[src/design/kstm_pkg.sv]
// shared types, constants and the key code table for the keypad translator
`timescale 1ns / 1ps

package kstm_pkg;

    // matrix and table geometry
    localparam int KEY_COUNT   = 31;
    localparam int INDEX_WIDTH = $clog2(KEY_COUNT);

    // modifier keys by table index
    localparam logic [INDEX_WIDTH-1:0] SHIFT_INDEX = INDEX_WIDTH'(29 - 1);
    localparam logic [INDEX_WIDTH-1:0] SYM_INDEX   = INDEX_WIDTH'(21 - 1);
    localparam logic [1:0]             SHIFT_BIT   = 2'b01;
    localparam logic [1:0]             SYM_BIT     = 2'b10;
    localparam logic [1:0]             NO_MOD      = 2'b00;

    // special key codes
    localparam logic [7:0] CODE_BL_TOGGLE = 8'hAB;

    // event kinds
    localparam logic OP_PRESS   = 1'b0;
    localparam logic OP_RELEASE = 1'b1;

    // configuration register indexes
    localparam logic REG_BL_LOW  = 1'b0;
    localparam logic REG_BL_HIGH = 1'b1;

    // configuration reset values
    localparam logic [7:0] BL_LOW_RESET  = 8'd40;
    localparam logic [7:0] BL_HIGH_RESET = 8'd127;

    // one row per key: plain in [23:16], shifted in [15:8], symbol in [7:0]
    localparam logic [23:0] CODE_TABLE [KEY_COUNT] = '{
        "qQ1", "wW2", "eE3", "rR4", "tT5", "yY6", "uU7", "iI8", "oO9", "pP0",
        "aA*", "sS/", "dD+", "fF-", "gG=", "hH:", "jJ'",
        {8'h6B, 8'h4B, 8'h22},
        "lL@",
        {8'h0D, 8'h00, 8'h09},
        {8'h00, 8'h00, 8'h00},
        "zZ_", "xX$", "cC;", "vV?", "bB!", "nN,", "mM.",
        {8'h00, 8'h00, 8'h00},
        {8'h08, 8'h00, 8'h1B},
        {8'h20, 8'h00, 8'hAB}
    };

    // one key event request
    typedef struct packed {
        logic       op;
        logic [6:0] key_number;
    } kstm_req_t;

    // one translated result
    typedef struct packed {
        logic       char_valid;
        logic [7:0] char_code;
        logic [7:0] backlight_level;
    } kstm_result_t;

endpackage

[src/design/kstm_core.sv]
// key state, sticky modifier logic, code lookup and backlight stepping
`timescale 1ns / 1ps

module kstm_core (
    input  logic                  clk,
    input  logic                  rst_n,
    input  logic                  cfg_wr_en,
    input  logic                  cfg_addr,
    input  logic [7:0]            cfg_wdata,
    input  logic                  req_accept,
    input  kstm_pkg::kstm_req_t   req,
    output kstm_pkg::kstm_result_t result
);
    import kstm_pkg::*;

    logic [7:0]             bl_low_reg;
    logic [7:0]             bl_high_reg;
    logic [KEY_COUNT-1:0]   held_keys_reg;
    logic [KEY_COUNT-1:0]   held_keys_next;
    logic [4:0]             held_count_reg;
    logic [4:0]             held_count_next;
    logic [1:0]             modifier_bits_reg;
    logic [1:0]             modifier_bits_next;
    logic                   lone_modifier_reg;
    logic                   lone_modifier_next;
    logic                   persisted_reg;
    logic                   persisted_next;
    logic [7:0]             brightness_reg;
    logic [7:0]             brightness_next;

    logic                   key_ok;
    logic [INDEX_WIDTH-1:0] idx;
    logic                   is_held;
    logic [1:0]             mod;
    logic [23:0]            code_row;
    logic [7:0]             code;
    logic                   char_valid;
    logic [7:0]             char_code;

    // configuration registers
    always_ff @(posedge clk or negedge rst_n)
    begin
        if (!rst_n)
        begin
            bl_low_reg  <= BL_LOW_RESET;
            bl_high_reg <= BL_HIGH_RESET;
        end
        else if (cfg_wr_en)
        begin
            unique case (cfg_addr)
                REG_BL_LOW:  bl_low_reg  <= cfg_wdata;
                REG_BL_HIGH: bl_high_reg <= cfg_wdata;
                default:     bl_low_reg  <= bl_low_reg;
            endcase
        end
    end

    // key decode: keys 1..31 map straight to index key - 1
    assign key_ok  = (req.key_number != 7'd0) && (req.key_number <= 7'(KEY_COUNT));
    assign idx     = INDEX_WIDTH'(req.key_number - 7'd1);
    assign is_held = held_keys_reg[idx];

    always_comb
    begin
        priority if (idx == SHIFT_INDEX)
            mod = SHIFT_BIT;
        else if (idx == SYM_INDEX)
            mod = SYM_BIT;
        else
            mod = NO_MOD;
    end

    // column select is modifier bits mod 3, so both modifiers pick plain
    assign code_row = CODE_TABLE[idx];
    always_comb
    begin
        unique case (modifier_bits_reg)
            SHIFT_BIT: code = code_row[15:8];
            SYM_BIT:   code = code_row[7:0];
            default:   code = code_row[23:16];
        endcase
    end

    // next state for one key event
    always_comb
    begin
        held_keys_next     = held_keys_reg;
        held_count_next    = held_count_reg;
        modifier_bits_next = modifier_bits_reg;
        lone_modifier_next = lone_modifier_reg;
        persisted_next     = persisted_reg;
        brightness_next    = brightness_reg;
        char_valid         = 1'b0;
        char_code          = 8'd0;

        if (key_ok)
        begin
            if (req.op == OP_PRESS)
            begin
                if (!is_held)
                begin
                    held_keys_next[idx] = 1'b1;
                    held_count_next     = held_count_reg + 5'd1;
                    lone_modifier_next  = (mod != NO_MOD) && (held_count_next == 5'd1);
                    modifier_bits_next  = modifier_bits_reg | mod;
                end
            end
            else if (is_held)
            begin
                // backlight toggle steps 0 -> low -> high -> 0
                if (code == CODE_BL_TOGGLE)
                begin
                    priority if (brightness_reg == 8'd0)
                        brightness_next = bl_low_reg;
                    else if (brightness_reg == bl_low_reg)
                        brightness_next = bl_high_reg;
                    else if (brightness_reg >= bl_high_reg)
                        brightness_next = 8'd0;
                    else
                        brightness_next = brightness_reg;
                end
                else
                begin
                    char_valid = 1'b1;
                    char_code  = code;
                end

                held_keys_next[idx] = 1'b0;
                held_count_next     = held_count_reg - 5'd1;

                // sticky one-shot: a lone modifier tap latches, a second tap clears
                if (lone_modifier_reg)
                begin
                    lone_modifier_next = 1'b0;
                    if (persisted_reg)
                        modifier_bits_next = NO_MOD;
                    persisted_next = !persisted_reg;
                end
                else if (persisted_reg && (held_count_next == 5'd0))
                begin
                    modifier_bits_next = NO_MOD;
                    persisted_next     = 1'b0;
                end
                else
                begin
                    modifier_bits_next = modifier_bits_reg & ~mod;
                end
            end
        end
    end

    // state registers
    always_ff @(posedge clk or negedge rst_n)
    begin
        if (!rst_n)
        begin
            held_keys_reg     <= '0;
            held_count_reg    <= 5'd0;
            modifier_bits_reg <= NO_MOD;
            lone_modifier_reg <= 1'b0;
            persisted_reg     <= 1'b0;
            brightness_reg    <= 8'd0;
        end
        else if (req_accept)
        begin
            held_keys_reg     <= held_keys_next;
            held_count_reg    <= held_count_next;
            modifier_bits_reg <= modifier_bits_next;
            lone_modifier_reg <= lone_modifier_next;
            persisted_reg     <= persisted_next;
            brightness_reg    <= brightness_next;
        end
    end

    assign result.char_valid      = char_valid;
    assign result.char_code       = char_code;
    assign result.backlight_level = brightness_next;

endmodule

[src/design/kstm_skid.sv]
// two-entry output buffer between the translator logic and the result stream
`timescale 1ns / 1ps

module kstm_skid (
    input  logic                   clk,
    input  logic                   rst_n,
    input  logic                   in_valid,
    output logic                   in_ready,
    input  kstm_pkg::kstm_result_t in_data,
    output logic                   out_valid,
    input  logic                   out_ready,
    output kstm_pkg::kstm_result_t out_data
);
    import kstm_pkg::*;

    logic         main_valid_reg;
    logic         main_valid_next;
    logic         skid_valid_reg;
    logic         skid_valid_next;
    kstm_result_t main_data_reg;
    kstm_result_t main_data_next;
    kstm_result_t skid_data_reg;
    kstm_result_t skid_data_next;
    logic         push;
    logic         pop;

    assign in_ready  = !skid_valid_reg;
    assign out_valid = main_valid_reg;
    assign out_data  = main_data_reg;
    assign push      = in_valid && in_ready;
    assign pop       = main_valid_reg && out_ready;

    // main holds the oldest result, skid catches one more while main stalls
    always_comb
    begin
        main_valid_next = main_valid_reg;
        skid_valid_next = skid_valid_reg;
        main_data_next  = main_data_reg;
        skid_data_next  = skid_data_reg;
        if (push)
        begin
            if (!main_valid_reg || pop)
            begin
                main_valid_next = 1'b1;
                main_data_next  = in_data;
            end
            else
            begin
                skid_valid_next = 1'b1;
                skid_data_next  = in_data;
            end
        end
        else if (pop)
        begin
            if (skid_valid_reg)
            begin
                main_data_next  = skid_data_reg;
                skid_valid_next = 1'b0;
            end
            else
            begin
                main_valid_next = 1'b0;
            end
        end
    end

    always_ff @(posedge clk or negedge rst_n)
    begin
        if (!rst_n)
        begin
            main_valid_reg <= 1'b0;
            skid_valid_reg <= 1'b0;
        end
        else
        begin
            main_valid_reg <= main_valid_next;
            skid_valid_reg <= skid_valid_next;
        end
    end

    // payload needs no reset
    always_ff @(posedge clk)
    begin
        main_data_reg <= main_data_next;
        skid_data_reg <= skid_data_next;
    end

endmodule

[src/design/keypad_sticky_modifier_translator_top.sv]
// top level of the keypad sticky-modifier translator
`timescale 1ns / 1ps

// Keypad translator: one key event in, one result out.
// Input stream (s_*): s_tuser[0] is press (0) or release (1), s_tdata[6:0]
// is the raw key number. Output stream (m_*): m_tuser[0] is char_valid,
// m_tdata carries the character code and the backlight level after the event.
// Configuration: cfg_wr_en writes cfg_wdata to the register at cfg_addr
// (0 low backlight level, 1 high backlight level); write only while idle.
// Each result is registered in the output buffer, in main or, while main stalls, in skid.
// Throughput: one request per cycle while s_tready is high; the key state update is a single
// combinational pass from the request into the state and result registers.
// Stall: a two-entry output buffer lets one more request in while a result
// waits; s_tready drops only when both entries are full, so it does not
// depend combinationally on m_tready.
// Reset: all keys released, modifiers off, backlight off, levels 40 and 127,
// output buffer empty.
module keypad_sticky_modifier_translator_top (
    input  logic        clk,
    input  logic        rst_n,
    input  logic        s_tvalid,
    output logic        s_tready,
    input  logic [7:0]  s_tdata,   // [6:0] key_number, [7] zero fill
    input  logic [0:0]  s_tuser,   // [0] operation
    output logic        m_tvalid,
    input  logic        m_tready,
    output logic [15:0] m_tdata,   // [7:0] char_code, [15:8] backlight_level
    output logic [0:0]  m_tuser,   // [0] char_valid
    input  logic        cfg_wr_en,
    input  logic        cfg_addr,
    input  logic [7:0]  cfg_wdata
);
    import kstm_pkg::*;

    kstm_req_t    req;
    kstm_result_t core_result;
    kstm_result_t out_result;
    logic         req_accept;

    assign req.op         = s_tuser[0];
    assign req.key_number = s_tdata[6:0];
    assign req_accept     = s_tvalid && s_tready;

    // key state and translation
    kstm_core u_core (
        .clk        (clk),
        .rst_n      (rst_n),
        .cfg_wr_en  (cfg_wr_en),
        .cfg_addr   (cfg_addr),
        .cfg_wdata  (cfg_wdata),
        .req_accept (req_accept),
        .req        (req),
        .result     (core_result)
    );

    // result buffer
    kstm_skid u_skid (
        .clk       (clk),
        .rst_n     (rst_n),
        .in_valid  (s_tvalid),
        .in_ready  (s_tready),
        .in_data   (core_result),
        .out_valid (m_tvalid),
        .out_ready (m_tready),
        .out_data  (out_result)
    );

    assign m_tdata = {out_result.backlight_level, out_result.char_code};
    assign m_tuser = out_result.char_valid;

endmodule

[config.mk]
export PLATFORM = sky130hd
export DESIGN_NAME = keypad_sticky_modifier_translator_top
export DESIGN_NICKNAME = d
export VERILOG_FILES = /design/src/design/kstm_pkg.sv /design/src/design/kstm_core.sv /design/src/design/kstm_skid.sv /design/src/design/keypad_sticky_modifier_translator_top.sv
export SDC_FILE = /design/constraint.sdc
export NUM_CORES = 1
export LEC_CHECK = 0
export BUFFER_PORTS_ARGS = -buffer_cell sky130_fd_sc_hd__buf_2
export CORE_MARGIN = 3
export CORE_UTILIZATION = 50
export CTS_CLUSTER_DIAMETER = 60
export DETAILED_ROUTE_END_ITERATION = 8
export PLACE_DENSITY = 0.68
export SLEW_MARGIN = 15
export SYNTH_ARGS = -nofsm -noshare
export SYNTH_HDL_FRONTEND = slang
export SYNTH_SLANG_ARGS = --single-unit
[constraint.sdc]
create_clock -name clk -period 4.8 [get_ports clk]
set_input_delay 0.96 -clock clk [delete_from_list [all_inputs] [get_ports clk]]
set_output_delay 0.96 -clock clk [all_outputs]
set_load 0.01 [all_outputs]
=== Yosys cells after proc, flatten, opt, wreduce, memory -nomap -nowiden ===
Memory sizes are Yosys's and may differ from the RTL's.
Index checks and enable logic that the tools add are counted.

* Flip-flop bits (word level): 100
* Word-level logic and storage cells: 125
* Input port bits: 23
* Memories kept: 1
* Bits in latches: 0
* Memory bits (read-only): 768
* Output and inout port bits: 19
* Memory bits (writable): 0

* Mux-type cells: 52
* $mul: 0
* Equality and inequality tests: 13
* Bitwise gates (word level): 9
* $lt $le $gt $ge: 5
* Shift-type cells: 0
* Divide/modulo/power cells: 0
* Reduce and logical (&&, ||, !) cells: 26
* Add/sub/neg operators: 3

{| class="wikitable"
|+ Memory list
! name !! words !! bits a word !! rd ports !! clocked after memory_dff !! wr ports !! line !! text
|-
| (name not given) || 32 || 24 || 1 || 0 || 0 || kstm_core.sv:74 || <nowiki>assign code_row = CODE_TABLE[idx];</nowiki>
|}

{| class="wikitable"
|+ Operators by type and width
! operator !! count
|-
| 2-to-1 mux 31 bit || 3
|-
| 2-to-1 mux 8 bit || 11
|-
| 2-to-1 mux 17 bit || 4
|-
| 2-to-1 mux 24 bit || 2
|-
| AND 31 bit || 1
|-
| NOT 31 bit || 1
|-
| OR 31 bit || 1
|-
| 2-to-1 mux 1 bit || 18
|-
| 2-to-1 mux 2 bit || 8
|-
| one-hot mux 8 bit (2 select lines) || 1
|-
| 2-to-1 mux 5 bit || 3
|-
| equality test 5 bit, second input constant || 2
|-
| AND reduction 5 bit || 2
|-
| subtractor 5 x 1 -> 5 bit, second input constant || 2
|-
| equality test 8 bit || 1
|-
| equality test 8 bit, second input constant || 1
|-
| greater-or-equal comparator 8 bit || 1
|-
| logical NOT 8 bit || 1
|-
| AND reduction 2 bit || 4
|-
| nonzero test 2 bit || 4
|-
| <= comparator 7 x 5 -> 1 bit, second input constant || 1
|-
| nonzero test 7 bit || 1
|-
| greater-or-equal comparator 6 bit, second input constant || 1
|-
| logical AND 1 bit || 6
|-
| other kinds (21) || 28
|}

=== Longest topological paths before layout ===
Gate-level depths: netlist of the first run.

* Depth in word-level cells: 13
* Mapped depth: 20
* Gate-level depth less buffers: 15

=== Hierarchy ===
From an unflattened synthesis of the first run, not the netlist that was laid out.

* Cells, all modules: 611
* Area total of the unflattened synthesis: 6279.8 um^2

{| class="wikitable"
|+ By module, submodules not included
! module !! cells each !! area each (um^2) !! instances !! sequential area each (um^2)
|-
| kstm_core || 544 || 4880.9 || 1 || 1612.8
|-
| kstm_skid || 66 || 1392.6 || 1 || 1071.0
|-
| keypad_sticky_modifier_translator_top || 1 || 6.3 || 1 || 0.0
|}

=== Worst setup path before layout of the first run ===
OpenSTA, ideal clock, no wires.

* Path type: input-to-reg
* Start point: input port s_tdata[0]
* End point: register u_core.held_count_reg[3]
* Stages: 19
* Path slack: 0.085 ns
* Arrival time: 4.585 ns
* Path buffers: 6
* Library setup time: 0.130 ns
* Data required time: 4.670 ns
* Path through: buf_6 -> buf_2 -> inv_1 -> ha_1 -> buf_2 -> inv_1 -> ha_1 -> clkbuf_1 -> nand2b_1 -> o22ai_1 -> o21a_1 -> a2111oi_2 -> inv_1 -> ha_1 -> and3_1 -> clkbuf_1 -> clkbuf_1 -> o21ai_0 -> xnor2_1

* Longest elaborated chain between the ends: 5
* Elaborated cells between the ends (all ways): 9
* Those cells by class: add/sub: 1; order compare: 1; eq/ne: 2; mux: 2; reduce/logical: 3

{| class="wikitable"
|+ RTL lines
! what !! line !! text
|-
| start, declared || keypad_sticky_modifier_translator_top.sv:23 || <nowiki>input logic [7:0] s_tdata,</nowiki>
|-
| subtractor 5 x 1 -> 5 bit || kstm_core.sv:60 || <nowiki>assign idx = INDEX_WIDTH'(req.key_number - 7'd1);</nowiki>
|-
| binary-select mux 1 bit (select 5 bit) || kstm_core.sv:61 || <nowiki>assign is_held = held_keys_reg[idx];</nowiki>
|-
| 2-to-1 mux 1 bit (not written as such) || kstm_core.sv:61 ||
|-
| != test 2 x 1 -> 1 bit (no source line) or != test 2 bit (tied branches) || - ||
|-
| AND reduction 4 bit (no source line) (*) || - ||
|-
| end signal, assigned || kstm_core.sv:167 || <nowiki>held_count_reg <= held_count_next;</nowiki>
|-
| end, declared || kstm_core.sv:20 || <nowiki>logic [4:0] held_count_reg;</nowiki>
|}

Every way passes the cells marked *; elsewhere a longest branch is shown, timed or not. The select of a mux whose other input is x is not followed.
A chain may end at the register's enable or synchronous reset.

==> results of run 1 <==
## metal layers
| metal | GRT usage [%] | up-vias | wire length [µm] |
|---|---|---|---|
| met2 | 35.1 | 147 | 7160 |
| met4 | 9.16 | 0 | 424 |
| met1 | 32.2 | 2534 | 7200 |
| met3 | 3.65 | 28 | 748 |
| met5 | 0 | - | 0 |
| li1 | - | 2482 | - |
## layout by cell type, fill, tap and decap left out, types with 6 or more instances in the layout
cell type / n
nand2_1: 69
nor2_1: 67
dfrtp_1: 57
buf_2: 40
edfxtp_1: 34
a21oi_1: 33
o21ai_0: 30
inv_1: 29
ha_1: 27
o31ai_1: 24
buf_4: 23
mux2_2: 21
a22o_1: 16
mux2i_1: 16
a31oi_1: 13
nor3_1: 12
xor2_1: 11
o211ai_1: 10
clkbuf_16: 9
dfstp_2: 9
nand3_1: 8
a21o_1: 7
o22ai_1: 7
xnor2_1: 7
a211oi_1: 7
nand2b_1: 6
nor2b_1: 6
## kinds of logic after synthesis
group	synth area share (%)
simple gates	16.2
compound gates	21.7
flops	42.9
buf+inv	4.88
mux	6.34
fa+ha+maj	5.40
xor+xnor	2.52
## where the power goes
| part | leakage [nW] | total, mW | internal, mW | switching [mW] |
|---|---|---|---|---|
| Sequential | 1.19 | 1.15 | 1.06 | 0.0912 |
| Clock | 0.138 | 0.715 | 0.365 | 0.350 |
| Combinational | 1.62 | 0.683 | 0.263 | 0.419 |
## stage by stage
stage,hold slack (ns),worst slack [ns]
2_1_floorplan,0.474,0.0852
3_3_place_gp,0.490,0.235
3_5_place_dp,0.496,0.196
4_1_cts,0.507,0.539
5_1_grt,0.523,0.123
6_report,0.504,0.493
## how the worst min path moves through the flow
stage               slack [ns]                     to  cells past startpoint
finish                    0.50              async pin                      1
global route              0.52              async pin                      1
CTS                       0.51              async pin                      1
detailed placement        0.50  u_core.bl_high_reg[7]                      1
global placement          0.49                   flop                      2
floorplan                 0.47                   flop                      2
## critical path, stage by stage
cell       delay (ns)
buf_2            0.11
inv_1            0.09
ha_1             0.17
inv_1            0.10
ha_1             0.46
nand2b_1         0.34
o22ai_1          0.11
o21a_1           0.19
a2111oi_2        0.47
inv_1            0.12
ha_1             0.29
and3_1           0.34
nand2_1          0.33
nor3_1           0.29
nor2_1           0.08
a21oi_1          0.12
## cell type report
class / count / area share, %
Clock buffer: 9 / 3.25
Sequential cell: 100 / 38.7
Inverter: 31 / 1.68
Clock inverter: 7 / 0.920
Timing Repair Buffer: 63 / 5.37
Tap cell: 168 / 3.03
Multi-Input combinational cell: 483 / 47.1
==> results.cfg, run 1 <==
[outcome]
status = completed

[power]
power_mw = 2.55
power_leakage_nw = 2.94
powerDensity_nw_per_um2 = 368
vdd_drop_max_uv = 222

[timing]
fmax_mhz = 232
period_minus_slack_ns = 4.31
worstMarginPinSlew_ns = 0.797
final-setup-viol-count = 0
hold_viol_final = 0
slew_viol_final = 0
fin_setup_tns_ns = 0
skew_ns = 0.0108
min_period_over_period_pct = 89.7
rsz0062_at_grt = no
relSlewSlack_pct = 46.9

[setup_path]
crit_type = in2reg
required_ns = 5.08
timing.rr.start = u_core.modifier_bits_reg[0]
reg2regPathDepth = 8
arrival_ns = 4.59
rrSetupSlack_ns = 1.59
critPathMaxFanout = 10
startpoint = s_tdata[1]
r2r_end = u_skid.out_data[6]
cp-end-kind = flop
crit_path_start_kind = input port

[placed_design]
dpl_cell_area_um2 = 6650
dp_cells = 845
dp_hpwl_um = 11100
gp_congestion = 0.916
port_buffers = 40

[drt]
drcViolationCount = 0
postRouteAntennaNets = 0
num_vias = 5191
first_pass_iters = 5
viasPerCell = 6.03
totalWireLength_um = 15500
wire_per_inst_um = 18.0
drt_iter0_markers = 533

[synth]
synth_cell_types = 72
synth.largest_area_cell = dfrtp_1
ys_seq_area_share_pct = 42.9
synthTopCellsByCount = 69 x nand2_1, 67 x nor2_1, 57 x dfrtp_1
synthCells = 654
synth_edf_count = 34
async_flop_share_pct = 66.0
ys_ff_latch = 100
syn_nets = 704
synth_ff_type = dfrtp_1
ys_warn_count = 0
syn_area_um2 = 6260
yosysMostFrequentCell = nand2_1
syn_area_per_cell_um2 = 9.57
synth_top_area_share_pct = 22.8
ys_top_cells_by_area = dfrtp_1 23%, edfxtp_1 16%, ha_1 5.4%, nand2_1 4.1%, nor2_1 4.0%

[clock_tree]
tritoncts = built
cts_root_buf = clkbuf_16
cts.sink_count = 100
cts_buffers = 9
cts_setup_buffers = 0
ctsHoldBuffers = 0
cts.clk_slew.worst_paths_ns = 0.07
cts_buffer_depth = 2
h-tree-depth = 3
clkLatencyLatePin_ns = 0.36
cts_resized = 0

[grt]
grt-ovfl-total = 0
gr-usage-all-layers_pct = 22.8
antenna_found_initial = 0
grt_pass1_wl_um = 25600
grt_max_degree = 53
first_global_vias = 4977

[min_path]
min-delay-path-class = in2async

[cells_and_area]
fill_cells = 1089
seqCellArea_um2 = 2680
drive_gt1_share_pct = 18.5
nets = 738
fin_util_pct = 57.3
fin_area_um2 = 6940
syn2layout_area_growth_pct = 10.9
antenna_cells = 0
layoutNonFillerInstCount = 861
multi_input_area_um2 = 3270

[floorplan]
design.core.area_um2 = 12100
num_rows = 40
dieArea_um2 = 13900
start_util_pct = 51.7
chipHeight_um = 118
fp.dieW_um = 118
ios = 42

[run]
drv_cap = 0
(Power assumes the default switching activity.)
==> inputs of run 2 (changes only) <==
--- a/config.mk
+++ b/config.mk
@@ -11,6 +11,7 @@
 export CTS_CLUSTER_DIAMETER = 60
 export DETAILED_ROUTE_END_ITERATION = 8
 export PLACE_DENSITY = 0.68
+export REMOVE_ABC_BUFFERS = 1
 export SLEW_MARGIN = 15
 export SYNTH_ARGS = -nofsm -noshare
 export SYNTH_HDL_FRONTEND = slang
==> run 2 against run 1 <==
  * First-iteration DRC count shrank 12%
  * Clock skew down 0.00062 ns
  * Final area rose by 0.41%
==> results.cfg, run 2 (synthesized netlist as in run 1, its figures left out) <==
[setup_path]
timing.rr.start = u_core.modifier_bits_reg[0]
path_buf_inv = 5
critPathTopFamily = compound AO/OA/AOI/OAI gates
crit_path_start_kind = input port
r2r_end = u_skid.out_data[3]
required_ns = 4.99
cpMaxStageDelayCell = a2111oi_2
path_cells = buf_2, inv_1, ha_1, inv_1, ha_1, buf_4, o21ai_0, a21o_1, a2111oi_2, inv_1, ha_1, and3_2, nand2_1, nor3_1, a21oi_1
reg2regPathDepth = 8
critPathMaxFanout = 21
rrSetupSlack_ns = 1.64
max_stage_delay_ns = 0.51
crit_type = in2reg
arrival_ns = 4.44
cp-end-kind = flop

[placed_design]
gp_congestion = 0.932
dp_hpwl_um = 10900
dp_cells = 843
port_buffers = 40
pre_cts_slack_ns = 0.0817

[timing]
worstMarginPinSlew_ns = 0.800
fmax_mhz = 235
min_period_over_period_pct = 88.5
slew_viol_final = 0
period_minus_slack_ns = 4.25
fin_setup_tns_ns = 0
skew_ns = 0.0101
final-setup-viol-count = 0
setup_ws_ns = 0.552
relSlewSlack_pct = 46.7
hold_viol_final = 0
rsz0062_at_grt = no
whs_ns = 0.505

[floorplan]
design.core.area_um2 = 12100
ios = 42
dieArea_um2 = 13900
chipHeight_um = 118
fp.dieW_um = 118
num_rows = 40
start_util_pct = 51.7

[drt]
drt_iter0_markers = 468
first_pass_iters = 5
totalWireLength_um = 15200
viasPerCell = 6.03
wire_per_inst_um = 17.7
num_vias = 5177
drcViolationCount = 0
postRouteAntennaNets = 0

[clock_tree]
clkLatencyLatePin_ns = 0.35
cts_resized = 0
cts_setup_buffers = 0
cts_buffers = 9
cts_root_buf = clkbuf_16
cts.sink_count = 100
h-tree-depth = 3
ctsHoldBuffers = 0
tritoncts = built
cts_buffer_depth = 2
cts.clk_slew.worst_paths_ns = 0.07

[min_path]
holdPathEnd = u_core.bl_high_reg[7]
hold_depth = 1
min-delay-path-class = reg2reg
worstHoldStart = u_core.bl_high_reg[7]

[cells_and_area]
nets = 736
final_cell_mix = 68 x nand2_1, 67 x nor2_1, 57 x dfrtp_1, 40 x buf_2, 34 x edfxtp_1
drive_gt1_share_pct = 18.4
syn2layout_area_growth_pct = 11.4
antenna_cells = 0
layoutNonFillerInstCount = 859
final_common_cell = nand2_1

[grt]
antenna_found_initial = 0
grt_pass1_wl_um = 25500
first_global_vias = 4925
grt_max_degree = 41
gr-usage-all-layers_pct = 22.2
grt-ovfl-total = 0

[power]
powerDensity_nw_per_um2 = 378
vdd_drop_max_uv = 263
power_leakage_nw = 2.95
power_mw = 2.63

[outcome]
status = completed

[run]
drv_cap = 0
==> run 2: changes by cell type in the layout (fill, tap and decap cells not counted), sizes merged <==
cell      before  now
buf           63   61
bufinv         0    2
clkinv         0    2
clkinvlp       2    0
inv           36   34
==> run 2: metal layers <==
metal  share of wire, %  vias to the layer above  track usage (%)
met5                  0                        -                0
met4                1.9                        0             7.33
met2                 45                      141             33.1
li1                   -                     2487                -
met3                5.1                       22             4.47
met1                 48                     2527             32.6
==> run 2: final cells by class <==
type,count,area (µm²)
Clock inverter,7,104
Fill cell,1075,5140
Multi-Input combinational cell,483,3270
Clock buffer,9,225
Tap cell,168,210
Sequential cell,100,2680
Timing Repair Buffer,61,358
Inverter,31,116
==> run 2: per-stage QoR <==
| stage | cell area [µm²] | util (%) |
|---|---|---|
| after global routing | 6970 | 57.5 |
| final | 6970 | 57.5 |
| after detailed placement | 6640 | 54.8 |
| after floorplan | 6070 | - |
| after CTS | 6960 | 57.5 |
| after global placement | 6640 | 54.8 |
==> run 2: worst max path at each step <==
stage               start   end  cells after the start
2_1_floorplan  s_tdata[0]  flop                     15
3_3_place_gp   s_tdata[0]  flop                     15
3_5_place_dp   s_tdata[0]  flop                     15
4_1_cts        s_tdata[1]  flop                     15
5_1_grt        s_tdata[1]  flop                     16
6_report       s_tdata[1]  flop                     15
==> run 2: worst register-to-register path, stage by stage, from the launching register on <==
cell	delay, ns
dfrtp_1	0.37
inv_1	0.05
ha_1	0.43
nand2b_1	0.35
or3_1	0.47
or3b_4	0.46
nor4_4	0.53
nand2_1	0.16
a31oi_1	0.19
==> run 2: power breakdown <==
| part | internal [mW] | switching [mW] |
|---|---|---|
| Clock | 0.465 | 0.333 |
| Combinational | 0.262 | 0.418 |
| Sequential | 1.06 | 0.0927 |
| Total | 1.79 | 0.844 |
